--- src/sv/stit_pkg.sv ---
// Package with the shared types and constants of the sorted table insert block.
`timescale 1ns / 1ps

package stit_pkg;

    localparam int VALUE_W             = 32;
    localparam int OPCODE_W            = 3;
    localparam int COUNT_W             = 5;
    localparam int DEFAULT_TABLE_DEPTH = 16;
    localparam int POSITION_STRIDE     = 2;

    typedef enum logic [OPCODE_W-1:0] {
        OP_INSERT    = 3'd0,
        OP_CLEAR     = 3'd1,
        OP_READ_ALL  = 3'd2,
        OP_READ_ODD  = 3'd3,
        OP_READ_EVEN = 3'd4
    } opcode_t;

    typedef enum logic [2:0] {
        ST_IDLE,
        ST_INS_CMP,
        ST_INS_PUT,
        ST_RD_EMIT,
        ST_RESP
    } state_t;

    // One result beat as it travels from the sequencer to the output register.
    typedef struct packed {
        logic [VALUE_W-1:0] value;
        logic               last;
        logic               empty;
        logic               drop;
        logic [COUNT_W-1:0] count;
    } res_t;

endpackage

--- src/sv/stit_ram.sv ---
// Generic simple dual-port RAM with one write port and one registered read port.
`timescale 1ns / 1ps

module stit_ram #(
    parameter int WIDTH = 32,
    parameter int DEPTH = 16
) (
    input  logic                     clk,
    input  logic                     we,
    input  logic [$clog2(DEPTH)-1:0] waddr,
    input  logic [WIDTH-1:0]         wdata,
    input  logic                     re,
    input  logic [$clog2(DEPTH)-1:0] raddr,
    output logic [WIDTH-1:0]         rdata
);

    logic [WIDTH-1:0] mem [DEPTH];

    always_ff @(posedge clk)
    begin
        if (we)
        begin
            mem[waddr] <= wdata;
        end
        if (re)
        begin
            rdata <= mem[raddr];
        end
    end

endmodule

--- src/sv/stit_seq.sv ---
// Sequencer that runs inserts, clears and readouts against the table memory.
`timescale 1ns / 1ps

module stit_seq #(
    parameter int TABLE_DEPTH = 16
) (
    input  logic                                clk,
    input  logic                                rst_n,
    input  logic                                in_valid,
    output logic                                in_ready,
    input  logic [stit_pkg::OPCODE_W-1:0]       in_opcode,
    input  logic [stit_pkg::VALUE_W-1:0]        in_value,
    output logic                                res_valid,
    input  logic                                res_ready,
    output stit_pkg::res_t                      res,
    output logic                                ram_we,
    output logic [$clog2(TABLE_DEPTH)-1:0]      ram_waddr,
    output logic [stit_pkg::VALUE_W-1:0]        ram_wdata,
    output logic                                ram_re,
    output logic [$clog2(TABLE_DEPTH)-1:0]      ram_raddr,
    input  logic [stit_pkg::VALUE_W-1:0]        ram_rdata
);

    import stit_pkg::*;

    localparam int ADDR_W = $clog2(TABLE_DEPTH);
    localparam int CNT_W  = $clog2(TABLE_DEPTH + 1);
    localparam int PW     = CNT_W + 1;

    state_t             state_reg, state_next;
    logic [CNT_W-1:0]   count_reg, count_next;
    logic [PW-1:0]      pos_reg, pos_next;
    logic               stride_reg, stride_next;
    logic [VALUE_W-1:0] value_reg, value_next;
    logic               empty_reg, empty_next;
    logic               drop_reg, drop_next;

    opcode_t       op;
    logic          accept;
    logic          is_full;
    logic [PW-1:0] count_ext;
    logic [PW-1:0] start_pos;
    logic          rd_none;
    logic          greater;
    logic [PW-1:0] step;
    logic [PW-1:0] pos_step;
    logic [PW-1:0] pos_dec;
    logic          rd_last;

    assign op        = opcode_t'(in_opcode);
    assign in_ready  = (state_reg == ST_IDLE);
    assign accept    = in_valid && in_ready;
    assign is_full   = (count_reg == CNT_W'(TABLE_DEPTH));
    assign count_ext = PW'(count_reg);
    assign start_pos = (op == OP_READ_EVEN) ? PW'(1) : PW'(0);
    assign rd_none   = (start_pos >= count_ext);
    assign greater   = ($signed(ram_rdata) > $signed(value_reg));
    assign step      = stride_reg ? PW'(POSITION_STRIDE) : PW'(1);
    assign pos_step  = pos_reg + step;
    assign pos_dec   = pos_reg - PW'(1);
    assign rd_last   = (pos_step >= count_ext);

    always_ff @(posedge clk or negedge rst_n)
    begin
        if (!rst_n)
        begin
            state_reg <= ST_IDLE;
            count_reg <= '0;
        end
        else
        begin
            state_reg <= state_next;
            count_reg <= count_next;
        end
    end

    always_ff @(posedge clk)
    begin
        pos_reg    <= pos_next;
        stride_reg <= stride_next;
        value_reg  <= value_next;
        empty_reg  <= empty_next;
        drop_reg   <= drop_next;
    end

    // Next state.
    always_comb
    begin
        state_next = state_reg;
        case (state_reg)
            ST_IDLE:
            begin
                if (accept)
                begin
                    case (op)
                        OP_INSERT:
                        begin
                            if (is_full)
                                state_next = ST_RESP;
                            else if (count_reg == '0)
                                state_next = ST_INS_PUT;
                            else
                                state_next = ST_INS_CMP;
                        end
                        OP_CLEAR:
                            state_next = ST_RESP;
                        OP_READ_ALL, OP_READ_ODD, OP_READ_EVEN:
                            state_next = rd_none ? ST_RESP : ST_RD_EMIT;
                        default:
                            state_next = ST_IDLE;
                    endcase
                end
            end
            ST_INS_CMP:
            begin
                if (!greater)
                    state_next = ST_RESP;
                else if (pos_reg == PW'(1))
                    state_next = ST_INS_PUT;
            end
            ST_INS_PUT:
                state_next = ST_RESP;
            ST_RD_EMIT:
            begin
                if (res_ready && rd_last)
                    state_next = ST_IDLE;
            end
            ST_RESP:
            begin
                if (res_ready)
                    state_next = ST_IDLE;
            end
            default:
                state_next = ST_IDLE;
        endcase
    end

    // Memory controls, result beat and datapath registers.
    always_comb
    begin
        count_next  = count_reg;
        pos_next    = pos_reg;
        stride_next = stride_reg;
        value_next  = value_reg;
        empty_next  = empty_reg;
        drop_next   = drop_reg;
        ram_we      = 1'b0;
        ram_waddr   = pos_reg[ADDR_W-1:0];
        ram_wdata   = value_reg;
        ram_re      = 1'b0;
        ram_raddr   = pos_dec[ADDR_W-1:0];
        res_valid   = 1'b0;
        res.value   = '0;
        res.last    = 1'b1;
        res.empty   = empty_reg;
        res.drop    = drop_reg;
        res.count   = COUNT_W'(count_reg);
        case (state_reg)
            ST_IDLE:
            begin
                if (accept)
                begin
                    empty_next = 1'b0;
                    drop_next  = 1'b0;
                    case (op)
                        OP_INSERT:
                        begin
                            value_next = in_value;
                            pos_next   = count_ext;
                            if (is_full)
                            begin
                                drop_next = 1'b1;
                            end
                            else if (count_reg != '0)
                            begin
                                // Fetch the current top entry for the first compare.
                                ram_re    = 1'b1;
                                ram_raddr = ADDR_W'(count_reg - CNT_W'(1));
                            end
                        end
                        OP_CLEAR:
                            count_next = '0;
                        OP_READ_ALL, OP_READ_ODD, OP_READ_EVEN:
                        begin
                            stride_next = (op != OP_READ_ALL);
                            pos_next    = start_pos;
                            if (rd_none)
                            begin
                                empty_next = 1'b1;
                            end
                            else
                            begin
                                ram_re    = 1'b1;
                                ram_raddr = start_pos[ADDR_W-1:0];
                            end
                        end
                        default:
                        begin
                            empty_next = empty_reg;
                            drop_next  = drop_reg;
                        end
                    endcase
                end
            end
            ST_INS_CMP:
            begin
                ram_we = 1'b1;
                if (greater)
                begin
                    // Move the larger entry up one place and fetch the one below it.
                    ram_wdata = ram_rdata;
                    pos_next  = pos_dec;
                    if (pos_reg != PW'(1))
                    begin
                        ram_re    = 1'b1;
                        ram_raddr = ADDR_W'(pos_dec - PW'(1));
                    end
                end
                else
                begin
                    count_next = count_reg + CNT_W'(1);
                end
            end
            ST_INS_PUT:
            begin
                ram_we     = 1'b1;
                count_next = count_reg + CNT_W'(1);
            end
            ST_RD_EMIT:
            begin
                res_valid = 1'b1;
                res.value = ram_rdata;
                res.last  = rd_last;
                res.empty = 1'b0;
                res.drop  = 1'b0;
                if (res_ready && !rd_last)
                begin
                    ram_re    = 1'b1;
                    ram_raddr = pos_step[ADDR_W-1:0];
                    pos_next  = pos_step;
                end
            end
            ST_RESP:
                res_valid = 1'b1;
            default:
            begin
            end
        endcase
    end

`ifndef NO_ASSERTIONS
    a_count_bound: assert property (@(posedge clk) disable iff (!rst_n)
        count_reg <= CNT_W'(TABLE_DEPTH))
        else $error("entry count exceeds table depth");

    a_write_only_insert: assert property (@(posedge clk) disable iff (!rst_n)
        ram_we |-> (state_reg == ST_INS_CMP || state_reg == ST_INS_PUT))
        else $error("table written outside an insert");

    a_read_in_range: assert property (@(posedge clk) disable iff (!rst_n)
        (state_reg == ST_RD_EMIT) |-> (pos_reg < count_ext))
        else $error("readout position beyond held entries");

    a_no_same_entry: assert property (@(posedge clk) disable iff (!rst_n)
        (ram_we && ram_re) |-> (ram_waddr != ram_raddr))
        else $error("read and write to the same entry in one cycle");

    a_idle_no_result: assert property (@(posedge clk) disable iff (!rst_n)
        in_ready |-> !res_valid)
        else $error("result offered while taking a new operation");
`endif

endmodule

--- src/sv/stit_out_reg.sv ---
// Output register stage that holds one result beat for the master side.
`timescale 1ns / 1ps

module stit_out_reg (
    input  logic           clk,
    input  logic           rst_n,
    input  logic           res_valid,
    output logic           res_ready,
    input  stit_pkg::res_t res,
    output logic           m_valid,
    input  logic           m_ready,
    output stit_pkg::res_t m_res
);

    import stit_pkg::*;

    logic valid_reg, valid_next;
    res_t data_reg, data_next;

    assign res_ready = !valid_reg || m_ready;
    assign m_valid   = valid_reg;
    assign m_res     = data_reg;

    always_comb
    begin
        valid_next = valid_reg;
        data_next  = data_reg;
        if (res_ready)
        begin
            valid_next = res_valid;
            if (res_valid)
                data_next = res;
        end
    end

    always_ff @(posedge clk or negedge rst_n)
    begin
        if (!rst_n)
            valid_reg <= 1'b0;
        else
            valid_reg <= valid_next;
    end

    always_ff @(posedge clk)
    begin
        data_reg <= data_next;
    end

endmodule

--- src/sv/sorted_table_insert_split.sv ---
// Top level of the sorted table: sequencer, table memory and output register.
`timescale 1ns / 1ps

// Keeps up to TABLE_DEPTH signed 32-bit values in ascending order in one
// synchronous memory. Each operation arrives as one beat on the slave side;
// its opcode sits in s_axis_tuser and the value in s_axis_tdata. An insert
// compares against held entries from the top down, moving each larger entry
// up one place, one entry per cycle, then writes the new value into the gap.
// The walk steps past the k entries larger than the new value (at most
// TABLE_DEPTH - 1), since each step needs the memory's read port and its
// registered read data. A dropped insert on a full table, a clear and an
// empty read each give a single result beat. An ignored opcode gives no
// result. A readout gives one beat per cycle while the master side is
// ready, once the registered read of its first entry is back. One operation
// is worked on at a time; the next beat is taken as soon as the last result
// of the current one has entered the output register, even if that beat is
// still waiting on the master side. Entries are only read below the held
// count, so the memory needs no clearing after reset. The result beat
// carries the count of held entries after the operation, and tlast marks
// the final beat of each operation.

module sorted_table_insert_split #(
    parameter int TABLE_DEPTH = stit_pkg::DEFAULT_TABLE_DEPTH
) (
    input  logic        clk,
    input  logic        rst_n,
    input  logic        s_axis_tvalid,
    output logic        s_axis_tready,
    input  logic [31:0] s_axis_tdata,   // [31:0] value
    input  logic [7:0]  s_axis_tuser,   // [2:0] opcode, [7:3] zero
    output logic        m_axis_tvalid,
    input  logic        m_axis_tready,
    output logic [39:0] m_axis_tdata,   // [31:0] out_value, [36:32] count, [39:37] zero
    output logic        m_axis_tlast,
    output logic [7:0]  m_axis_tuser    // [0] empty_res, [1] full_drop, [7:2] zero
);

    import stit_pkg::*;

    localparam int ADDR_W = $clog2(TABLE_DEPTH);

    logic               res_valid;
    logic               res_ready;
    res_t               res;
    res_t               m_res;
    logic               ram_we;
    logic [ADDR_W-1:0]  ram_waddr;
    logic [VALUE_W-1:0] ram_wdata;
    logic               ram_re;
    logic [ADDR_W-1:0]  ram_raddr;
    logic [VALUE_W-1:0] ram_rdata;

    // Control: walks each operation through the table memory.
    stit_seq #(
        .TABLE_DEPTH (TABLE_DEPTH)
    ) u_seq (
        .clk       (clk),
        .rst_n     (rst_n),
        .in_valid  (s_axis_tvalid),
        .in_ready  (s_axis_tready),
        .in_opcode (s_axis_tuser[OPCODE_W-1:0]),
        .in_value  (s_axis_tdata),
        .res_valid (res_valid),
        .res_ready (res_ready),
        .res       (res),
        .ram_we    (ram_we),
        .ram_waddr (ram_waddr),
        .ram_wdata (ram_wdata),
        .ram_re    (ram_re),
        .ram_raddr (ram_raddr),
        .ram_rdata (ram_rdata)
    );

    // The sorted entries themselves.
    stit_ram #(
        .WIDTH (VALUE_W),
        .DEPTH (TABLE_DEPTH)
    ) u_table (
        .clk   (clk),
        .we    (ram_we),
        .waddr (ram_waddr),
        .wdata (ram_wdata),
        .re    (ram_re),
        .raddr (ram_raddr),
        .rdata (ram_rdata)
    );

    // Output register parts the sequencer from the master side.
    stit_out_reg u_out (
        .clk       (clk),
        .rst_n     (rst_n),
        .res_valid (res_valid),
        .res_ready (res_ready),
        .res       (res),
        .m_valid   (m_axis_tvalid),
        .m_ready   (m_axis_tready),
        .m_res     (m_res)
    );

    assign m_axis_tdata = {3'b000, m_res.count, m_res.value};
    assign m_axis_tlast = m_res.last;
    assign m_axis_tuser = {6'b000000, m_res.drop, m_res.empty};

endmodule

--- config.mk ---
export PLATFORM = sky130hd
export DESIGN_NAME = sorted_table_insert_split
export DESIGN_NICKNAME = d
export VERILOG_FILES = /design/src/sv/stit_pkg.sv /design/src/sv/stit_ram.sv /design/src/sv/stit_seq.sv /design/src/sv/stit_out_reg.sv /design/src/sv/sorted_table_insert_split.sv
export SDC_FILE = /design/constraint.sdc
export NUM_CORES = 1
export LEC_CHECK = 0
export ABC_AREA = 1
export BUFFER_PORTS_ARGS = -buffer_cell sky130_fd_sc_hd__clkbuf_2
export CAP_MARGIN = 20
export CORE_MARGIN = 2
export CORE_UTILIZATION = 55
export DETAILED_ROUTE_END_ITERATION = 8
export PLACE_DENSITY = 0.8
export REMOVE_ABC_BUFFERS = 1
export SLEW_MARGIN = 20
export SYNTH_ARGS = -nofsm -noshare
export SYNTH_HDL_FRONTEND = slang
export SYNTH_HIERARCHICAL = 1
export SYNTH_SLANG_ARGS = --single-unit
--- constraint.sdc ---
create_clock -name clk -period 7.05 [get_ports clk]
set_input_delay 0.3525 -clock clk [delete_from_list [all_inputs] [get_ports clk]]
set_output_delay 0.3525 -clock clk [all_outputs]
set_load 0.02 [all_outputs]
==> summary.md, run 1 <==
| Metric | Value |
|---|---|
| Post-Syn Area | `0.0287 mm^2` |
| Row cnt | `83` |
| R2R setup slack | `1760 ps` |
| CTS tree | `done` |
| Post-Route WL | `71.6 mm` |
| CP dominant cell by count | `nand2_1` |
| Seq/Total Area, Yosys | `0.661` |
| Remaining DRCs | `0` |
| Clk sink count | `634` |
| Cells after Synth | `2793` |
| Fill count | `3833` |
| Hold path depth | `2` |
| Seq cells post-synth | `634` |
| IO Port Bufs | `80` |
| Core area | `0.0515 mm^2` |
| Synth top cells by count | `nand2_1, edfxtp_1, inv_1` |
| CP Data Required Time | `7430 ps` |
| Critical R2R Launch | `u_seq/pos_reg[0]$_DFFE_PP_` |
| Post-route clock period utilization | `0.750` |
| Antenna violations before repair | `2` |
| Dominant cells by area after synthesis | `edfxtp_1, nand2_1, nand3_1` |
| Min cycle time layout | `5290 ps` |
| DR WL/cell | `19.8 um` |
| Compound-gate portion of the synthesized area | `0.0170` |
| Async set-reset flop share out of synthesis | `0.0142` |
| Buf/Inv on CP | `3` |
| Worst R2R End | `u_table/rdata[8]$_DFFE_PP_` |
| Largest family of logic cells by synthesized area | `simple AND/OR/NAND/NOR gates` |
| DR vias/cell | `5.56` |
| Clk pin slew, worst setup/hold paths | `60 ps` |
| CP max-delay cell | `inv_6` |
| Largest register FFs | `512` |
| Final setup TNS | `0 ps` |
| Slew headroom | `0.266` |
| Worst-path fanout max | `128` |
| Die height | `233 um` |
| Cell with the most instances after synthesis | `nand2_1` |
| Gpl congestion | `0.876` |
| Clk Latency, worst-skew pair | `640 ps` |
| Slew Viols, Final | `0` |
| Via count | `20100` |
| Post-synth cell types | `46` |
| Final net count | `2980` |
| Run status | `completed` |
| ANT nets after route | `0` |
| Layout cells sized above 1 | `0.0857` |
| TritonCTS buffer count | `61` |
| Initial DRC count | `2281` |
| Ports | `95` |
| Clock Tree Root | `clkbuf_16` |
| Top reg by flops | `u_table/mem` |
| Max Clock Freq | `189 MHz` |
| Worst setup SP type | `flip-flop` |
| Max H-tree Level | `2` |
| Actual slew at the worst max-slew pin | `1090 ps` |
| Post-Synth Adder-Cell Area | `0.0207` |
| Most area-hungry cell type in the Yosys netlist | `edfxtp_1` |
| XOR/XNOR share of the synthesized area | `0.00366` |
| Setup ws final | `1760 ps` |
| Top_reg_cell synth | `edfxtp_1` |
| Die Width | `233 um` |
| Worst clock skew | `16.4 ps` |
| Post-synth EDFFs | `625` |
| Bufs on Longest Clock Path | `3` |
| Area growth syn-to-layout | `11.3%` |
| Detailed Routing Iterations Pass 1 | `6` |
| Min-delay worst type | `in2reg` |
| First-pass GRT wire length | `109 mm` |
| DP Worst Slack | `1900 ps` |
| Final hold violations | `0` |
| GRT Residual Overflow | `0` |
| Simple-Gate Fraction of Synth Area | `0.199` |
| RSZ-0062 raised after global routing | `no` |
| Crit path cell chain | `ha_1 > fa_1 > xor2_1 > ha_1 > nand2_1 > nand2_1 > nand2_1 > nand2_1 > nand2_1 > nand3_1 > nand2_1 > nand3_1 > nand2_1 > inv_1 > nand2_1 > nand2_1 > nand2_4 > inv_6 > buf_12 > nand2_1 > nand3_1 > nand3_1 > nand3_1 > nand2_1` |
| Largest net degree at the start of global routing | `193` |
| Max cap viols | `0` |
| Crit. End Element | `flip-flop` |
| Cell family with most CP delay | `simple AND/OR/NAND/NOR gates` |
| Syn. warnings | `6` |
| Starting density of the core | `0.558` |
| R2R depth | `24` |
| Crit Path Class | `reg2reg` |
| Share of the synthesized area in the top cell type | `0.653` |
| Setup violations, final | `0` |
| Mapped Avg Cell Area | `10.3 um^2` |
| Worst hold start | `s_axis_tuser[1]` |
| Diode count | `0` |
| Die footprint | `0.0541 mm^2` |
| Vias in the first global route | `19800` |
| Detailed Place HPWL | `39.5 mm` |
| Post-CTS Resized | `0` |
| CP max stage delay | `680 ps` |
| GRT Util Overall | `0.267` |
| Worst EP arrival | `5670 ps` |
| Worst Setup SP | `u_seq/pos_reg[0]$_DFFE_PP_` |
| Worst Hold Endpoint | `u_seq/stride_reg$_DFFE_PP_` |
| Post-synthesis mux area share | `0` |
-- worst register-to-register path: stages, from the launching register on --
cell	delay, ps
edfxtp_1	570
ha_1	320
fa_1	400
xor2_1	200
ha_1	310
nand2_1	50
nand2_1	50
nand2_1	40
nand2_1	50
nand2_1	70
nand3_1	170
nand2_1	80
nand3_1	80
nand2_1	60
inv_1	60
nand2_1	50
nand2_1	90
nand2_4	410
inv_6	740
buf_12	550
nand2_1	230
nand3_1	120
nand3_1	110
nand3_1	150
nand2_1	60
-- cell usage in the layout (no fill, tap or decap), drive strengths merged, types with 4 or more instances in the layout --
cell type / count
clkinv: 33
o21ai: 46
nor2: 93
clkbuf: 148
nand4: 8
nand3b: 5
inv: 524
conb: 9
bufinv: 7
xor2: 10
clkinvlp: 4
nor3: 6
edfxtp: 625
buf: 44
dlygate4sd3: 33
nand2: 822
nand3: 420
dfrtp: 9
a21oi: 27
ha: 46
-- area by class of cell --
type / count / area, um^2 / area share
Clock buffer: 68 / 1550 / 0.0485
Tap cell: 680 / 851 / 0.0266
Clock inverter: 46 / 422 / 0.0132
Sequential cell: 634 / 19000 / 0.594
Inverter: 522 / 1970 / 0.0617
Timing Repair Buffer: 157 / 1110 / 0.0346
Multi-Input combinational cell: 1513 / 7100 / 0.222
-- stage by stage --
step                      cells  instance area (um^2)  hold slack [ps]   util
after detailed placement   3472                 29700              220  0.576
after CTS                  3619                 32000             30.7  0.621
final                      3620                 32000             60.6  0.621
after floorplan            2669                 27900             56.9      -
after global placement     3471                 29700              216  0.576
after global routing       3620                 32000             63.9  0.621
-- worst max-delay path by stage --
stage / to / slack, ps / cells past startpoint
after floorplan: u_table/rdata[0]$_DFFE_PP_ / -2680 / 24
after global placement: u_table/rdata[1]$_DFFE_PP_ / 2030 / 24
after detailed placement: u_table/rdata[8]$_DFFE_PP_ / 1900 / 24
after CTS: u_table/rdata[8]$_DFFE_PP_ / 1860 / 24
after global routing: u_table/rdata[15]$_DFFE_PP_ / 1450 / 24
final: u_table/rdata[8]$_DFFE_PP_ / 1760 / 24
-- per-layer routing --
layer / track usage / vias to the layer above / part of all wire
met1: 0.341 / 9430 / 0.37
li1: - / 9219 / -
met4: 0.136 / 0 / 0.050
met3: 0.0423 / 245 / 0.11
met5: 0 / - / 0
met2: 0.442 / 1236 / 0.48
-- cells by family (layout without fill, tap and decap cells) --
group,count (synthesis),in the layout
buffers and inverters,654,793
flip-flops,634,634
other,1,9
adder cells (fa/ha/maj),47,47
XOR/XNOR,12,12
AO/OA/AOI/OAI,87,87
AND/OR/NAND/NOR,1358,1358
-- timing repair --
| action | 4_1_cts | 5_1_grt |
|---|---|---|
| buffers inserted | 0 | 0 |
| setup endpoints to repair | 0 | 0 |
| hold buffers | 33 | 0 |
| endpoints found under the hold margin | 41 | 0 |
Power of run 1 is left out: the tool's default activity adds up to more than one toggle a clock period on the data nets, which glitch-free logic cannot reach.
==> run 2: changes to the inputs <==
Clock period 7.05 ns to 5 ns, I/O delays scaled along.
==> run 2 against run 1 <==
Against the previous run:
- worst setup slack worse by 1200 ps
- routed wire length up 1.3%
- sequential cell count did not move
- largest cell class unchanged
- highest routed layer unchanged
==> summary.md, run 2 (synthesis gave the netlist of run 1 again) <==
| Metric | Value |
|---|---|
| Fill count | `3784 (-1.3%)` |
| Cell family with most CP delay | `simple AND/OR/NAND/NOR gates` |
| Final setup TNS | `0 ps (unchanged)` |
| Crit path cell chain | `ha_1 > nand2_1 > nor2_1 > nand2_1 > nor3_1 > nand4_1 > nand3_1 > nor2_1 > nand2_1 > nand2_1 > nand2_1 > nand2_4 > inv_6 > buf_12 > nand2_1 > nand3_1 > nand3_1 > nand3_1 > nand2_1` |
| Clk sink count | `634 (unchanged)` |
| Ports | `95 (unchanged)` |
| Post-route clock period utilization | `0.879 (+0.129)` |
| Antenna violations before repair | `1 (-1)` |
| Max cap viols | `0 (unchanged)` |
| Row cnt | `83 (unchanged)` |
| CP dominant cell by count | `nand2_1` |
| Worst-path fanout max | `74 (-42%)` |
| Crit Path Class | `reg2reg` |
| Worst R2R End | `u_table/rdata[15]$_DFFE_PP_` |
| Worst Setup SP | `u_table/rdata[31]$_DFFE_PP_` |
| ANT nets after route | `0 (unchanged)` |
| Die footprint | `0.0541 mm^2 (unchanged)` |
| Post-Route WL | `72.5 mm (+1.3%)` |
| Detailed Routing Iterations Pass 1 | `6 (unchanged)` |
| Final hold violations | `0 (unchanged)` |
| Initial DRC count | `2553 (+12%)` |
| Area growth syn-to-layout | `12.7%` |
| CTS tree | `done` |
| Worst EP arrival | `4740 ps (-930 ps)` |
| DR WL/cell | `19.8 um (+0.29%)` |
| Gpl congestion | `0.865 (-1.2%)` |
| DR vias/cell | `5.61 (+0.92%)` |
| Layout cells sized above 1 | `0.0938 (+0.00807)` |
| Setup ws final | `607 ps (-1160 ps)` |
| Largest net degree at the start of global routing | `140 (-27%)` |
| Starting density of the core | `0.558 (unchanged)` |
| Worst setup SP type | `flip-flop` |
| Final std cells w/o fill | `3656 (+0.99%)` |
| Min-delay worst type | `in2async` |
| Die height | `233 um (unchanged)` |
| Reg area | `0.0190 mm^2 (unchanged)` |
| Post-CTS Resized | `0 (unchanged)` |
| Clk Latency, worst-skew pair | `610 ps (-30 ps)` |
| Via count | `20500 (+1.9%)` |
| Vias in the first global route | `20000 (+0.88%)` |
| Worst clock skew | `30.6 ps (+14.2 ps)` |
| Setup violations, final | `0 (unchanged)` |
| Die Width | `233 um (unchanged)` |
| Top reg by flops | `u_table/mem` |
| TritonCTS buffer count | `66 (+8.2%)` |
| CP max stage delay | `510 ps (-170 ps)` |
| Clk pin slew, worst setup/hold paths | `60 ps (about the same)` |
| First-pass GRT wire length | `110 mm (+1.1%)` |
| GRT Util Overall | `0.271 (+0.00428)` |
| Actual slew at the worst max-slew pin | `1130 ps (+34.1 ps)` |
| Slew Viols, Final | `0 (unchanged)` |
| GRT Residual Overflow | `0 (unchanged)` |
| R2R setup slack | `610 ps (-1160 ps)` |
| Run status | `completed` |
| Commonest non-fill, non-tap cell in the layout | `nand2_1` |
| Detailed Place HPWL | `41.0 mm (+3.7%)` |
| Core area | `0.0515 mm^2 (unchanged)` |
| Worst setup path endpoint | `u_table/rdata[15]$_DFFE_PP_` |
| DP Worst Slack | `824 ps (-1080 ps)` |
| Worst path depth | `19 (-21%)` |
| Slew headroom | `0.247 (-0.0196)` |
| Min cycle time layout | `4390 ps (-892 ps)` |
| Most frequent cells in the layout | `nand2_1, edfxtp_1, inv_1, nand3_1, clkbuf_2` |
| CP Data Required Time | `5350 ps (-2080 ps)` |
| Critical R2R Launch | `u_table/rdata[31]$_DFFE_PP_` |
| Max H-tree Level | `3 (+1)` |
| Remaining DRCs | `0 (unchanged)` |
| Largest register FFs | `512 (unchanged)` |
| Bufs on Longest Clock Path | `3 (unchanged)` |
| Dpl cells | `3504 (+0.92%)` |
| Clock Tree Root | `clkbuf_16` |
| IO Port Bufs | `80 (unchanged)` |
| Max Clock Freq | `228 MHz (+20%)` |
| CP max-delay cell | `ha_1` |
| RSZ-0062 raised after global routing | `no` |
| Crit. End Element | `flip-flop` |
| Buf/Inv on CP | `2 (-1)` |
| R2R depth | `19 (-21%)` |
| Final net count | `3018 (+1.3%)` |
| Area of the multi-input gates | `0.00710 mm^2 (unchanged)` |
run 2: cell types whose count changed in the layout (fill, tap and decap cells not counted), sizes merged:
| cell | before | now |
|---|---|---|
| buf | 44 | 75 |
| bufinv | 7 | 1 |
| clkbuf | 148 | 162 |
| clkinv | 33 | 30 |
| clkinvlp | 4 | 0 |
| diode | 0 | 1 |
| dlygate4sd3 | 33 | 35 |
| inv | 524 | 525 |
run 2: timing repair:
action / CTS / global route
hold buffers: 35 / 0
hold endpoints to repair: 42 / 0
setup buffers: 0 / 0
run 2: how the worst min path moves through the flow:
stage               startpoint  depth (start not counted)  slack [ps]                             end
floorplan                rst_n                          0         -50       u_out/m_valid$_DFFE_PN0P_
global placement         rst_n                          1         110       u_out/m_valid$_DFFE_PN0P_
detailed placement       rst_n                          1         120       u_out/m_valid$_DFFE_PN0P_
CTS                      rst_n                          2          20  u_seq/state_reg[1]$_DFFE_PN0P_
global route             rst_n                          2          60       u_out/m_valid$_DFFE_PN0P_
finish                   rst_n                          2          50  u_seq/state_reg[1]$_DFFE_PN0P_
run 2: metrics by stage:
| step | area (um^2) | hold WS [ps] | utilization |
|---|---|---|---|
| after detailed placement | 30000 | 117 | 0.583 |
| after global routing | 32400 | 56.8 | 0.629 |
| after floorplan | 27900 | -45.6 | - |
| final | 32400 | 48.7 | 0.629 |
| after global placement | 30000 | 114 | 0.583 |
| after CTS | 32400 | 23.7 | 0.629 |
run 2: final cells by class:
cell class / instances / area share
sequential: 634 / 0.586
multi-input combinational: 1513 / 0.219
inverter: 522 / 0.0609
clock buffer: 82 / 0.0551
timing repair buffer: 190 / 0.0452
tap: 680 / 0.0263
clock inverter: 34 / 0.00688
antenna: 1 / 0.0000773
run 2: metal layers:
layer  vias up  global-route usage  share of wire  routed length (um)
li1       9314                   -              -                   -
met1      9620               0.354           0.37               26900
met2      1313               0.434           0.47               33900
met3       271              0.0464           0.11                8070
met4         0               0.148          0.051                3700
met5         -                   0              0                   0
Power of run 2 is left out for the same reason.
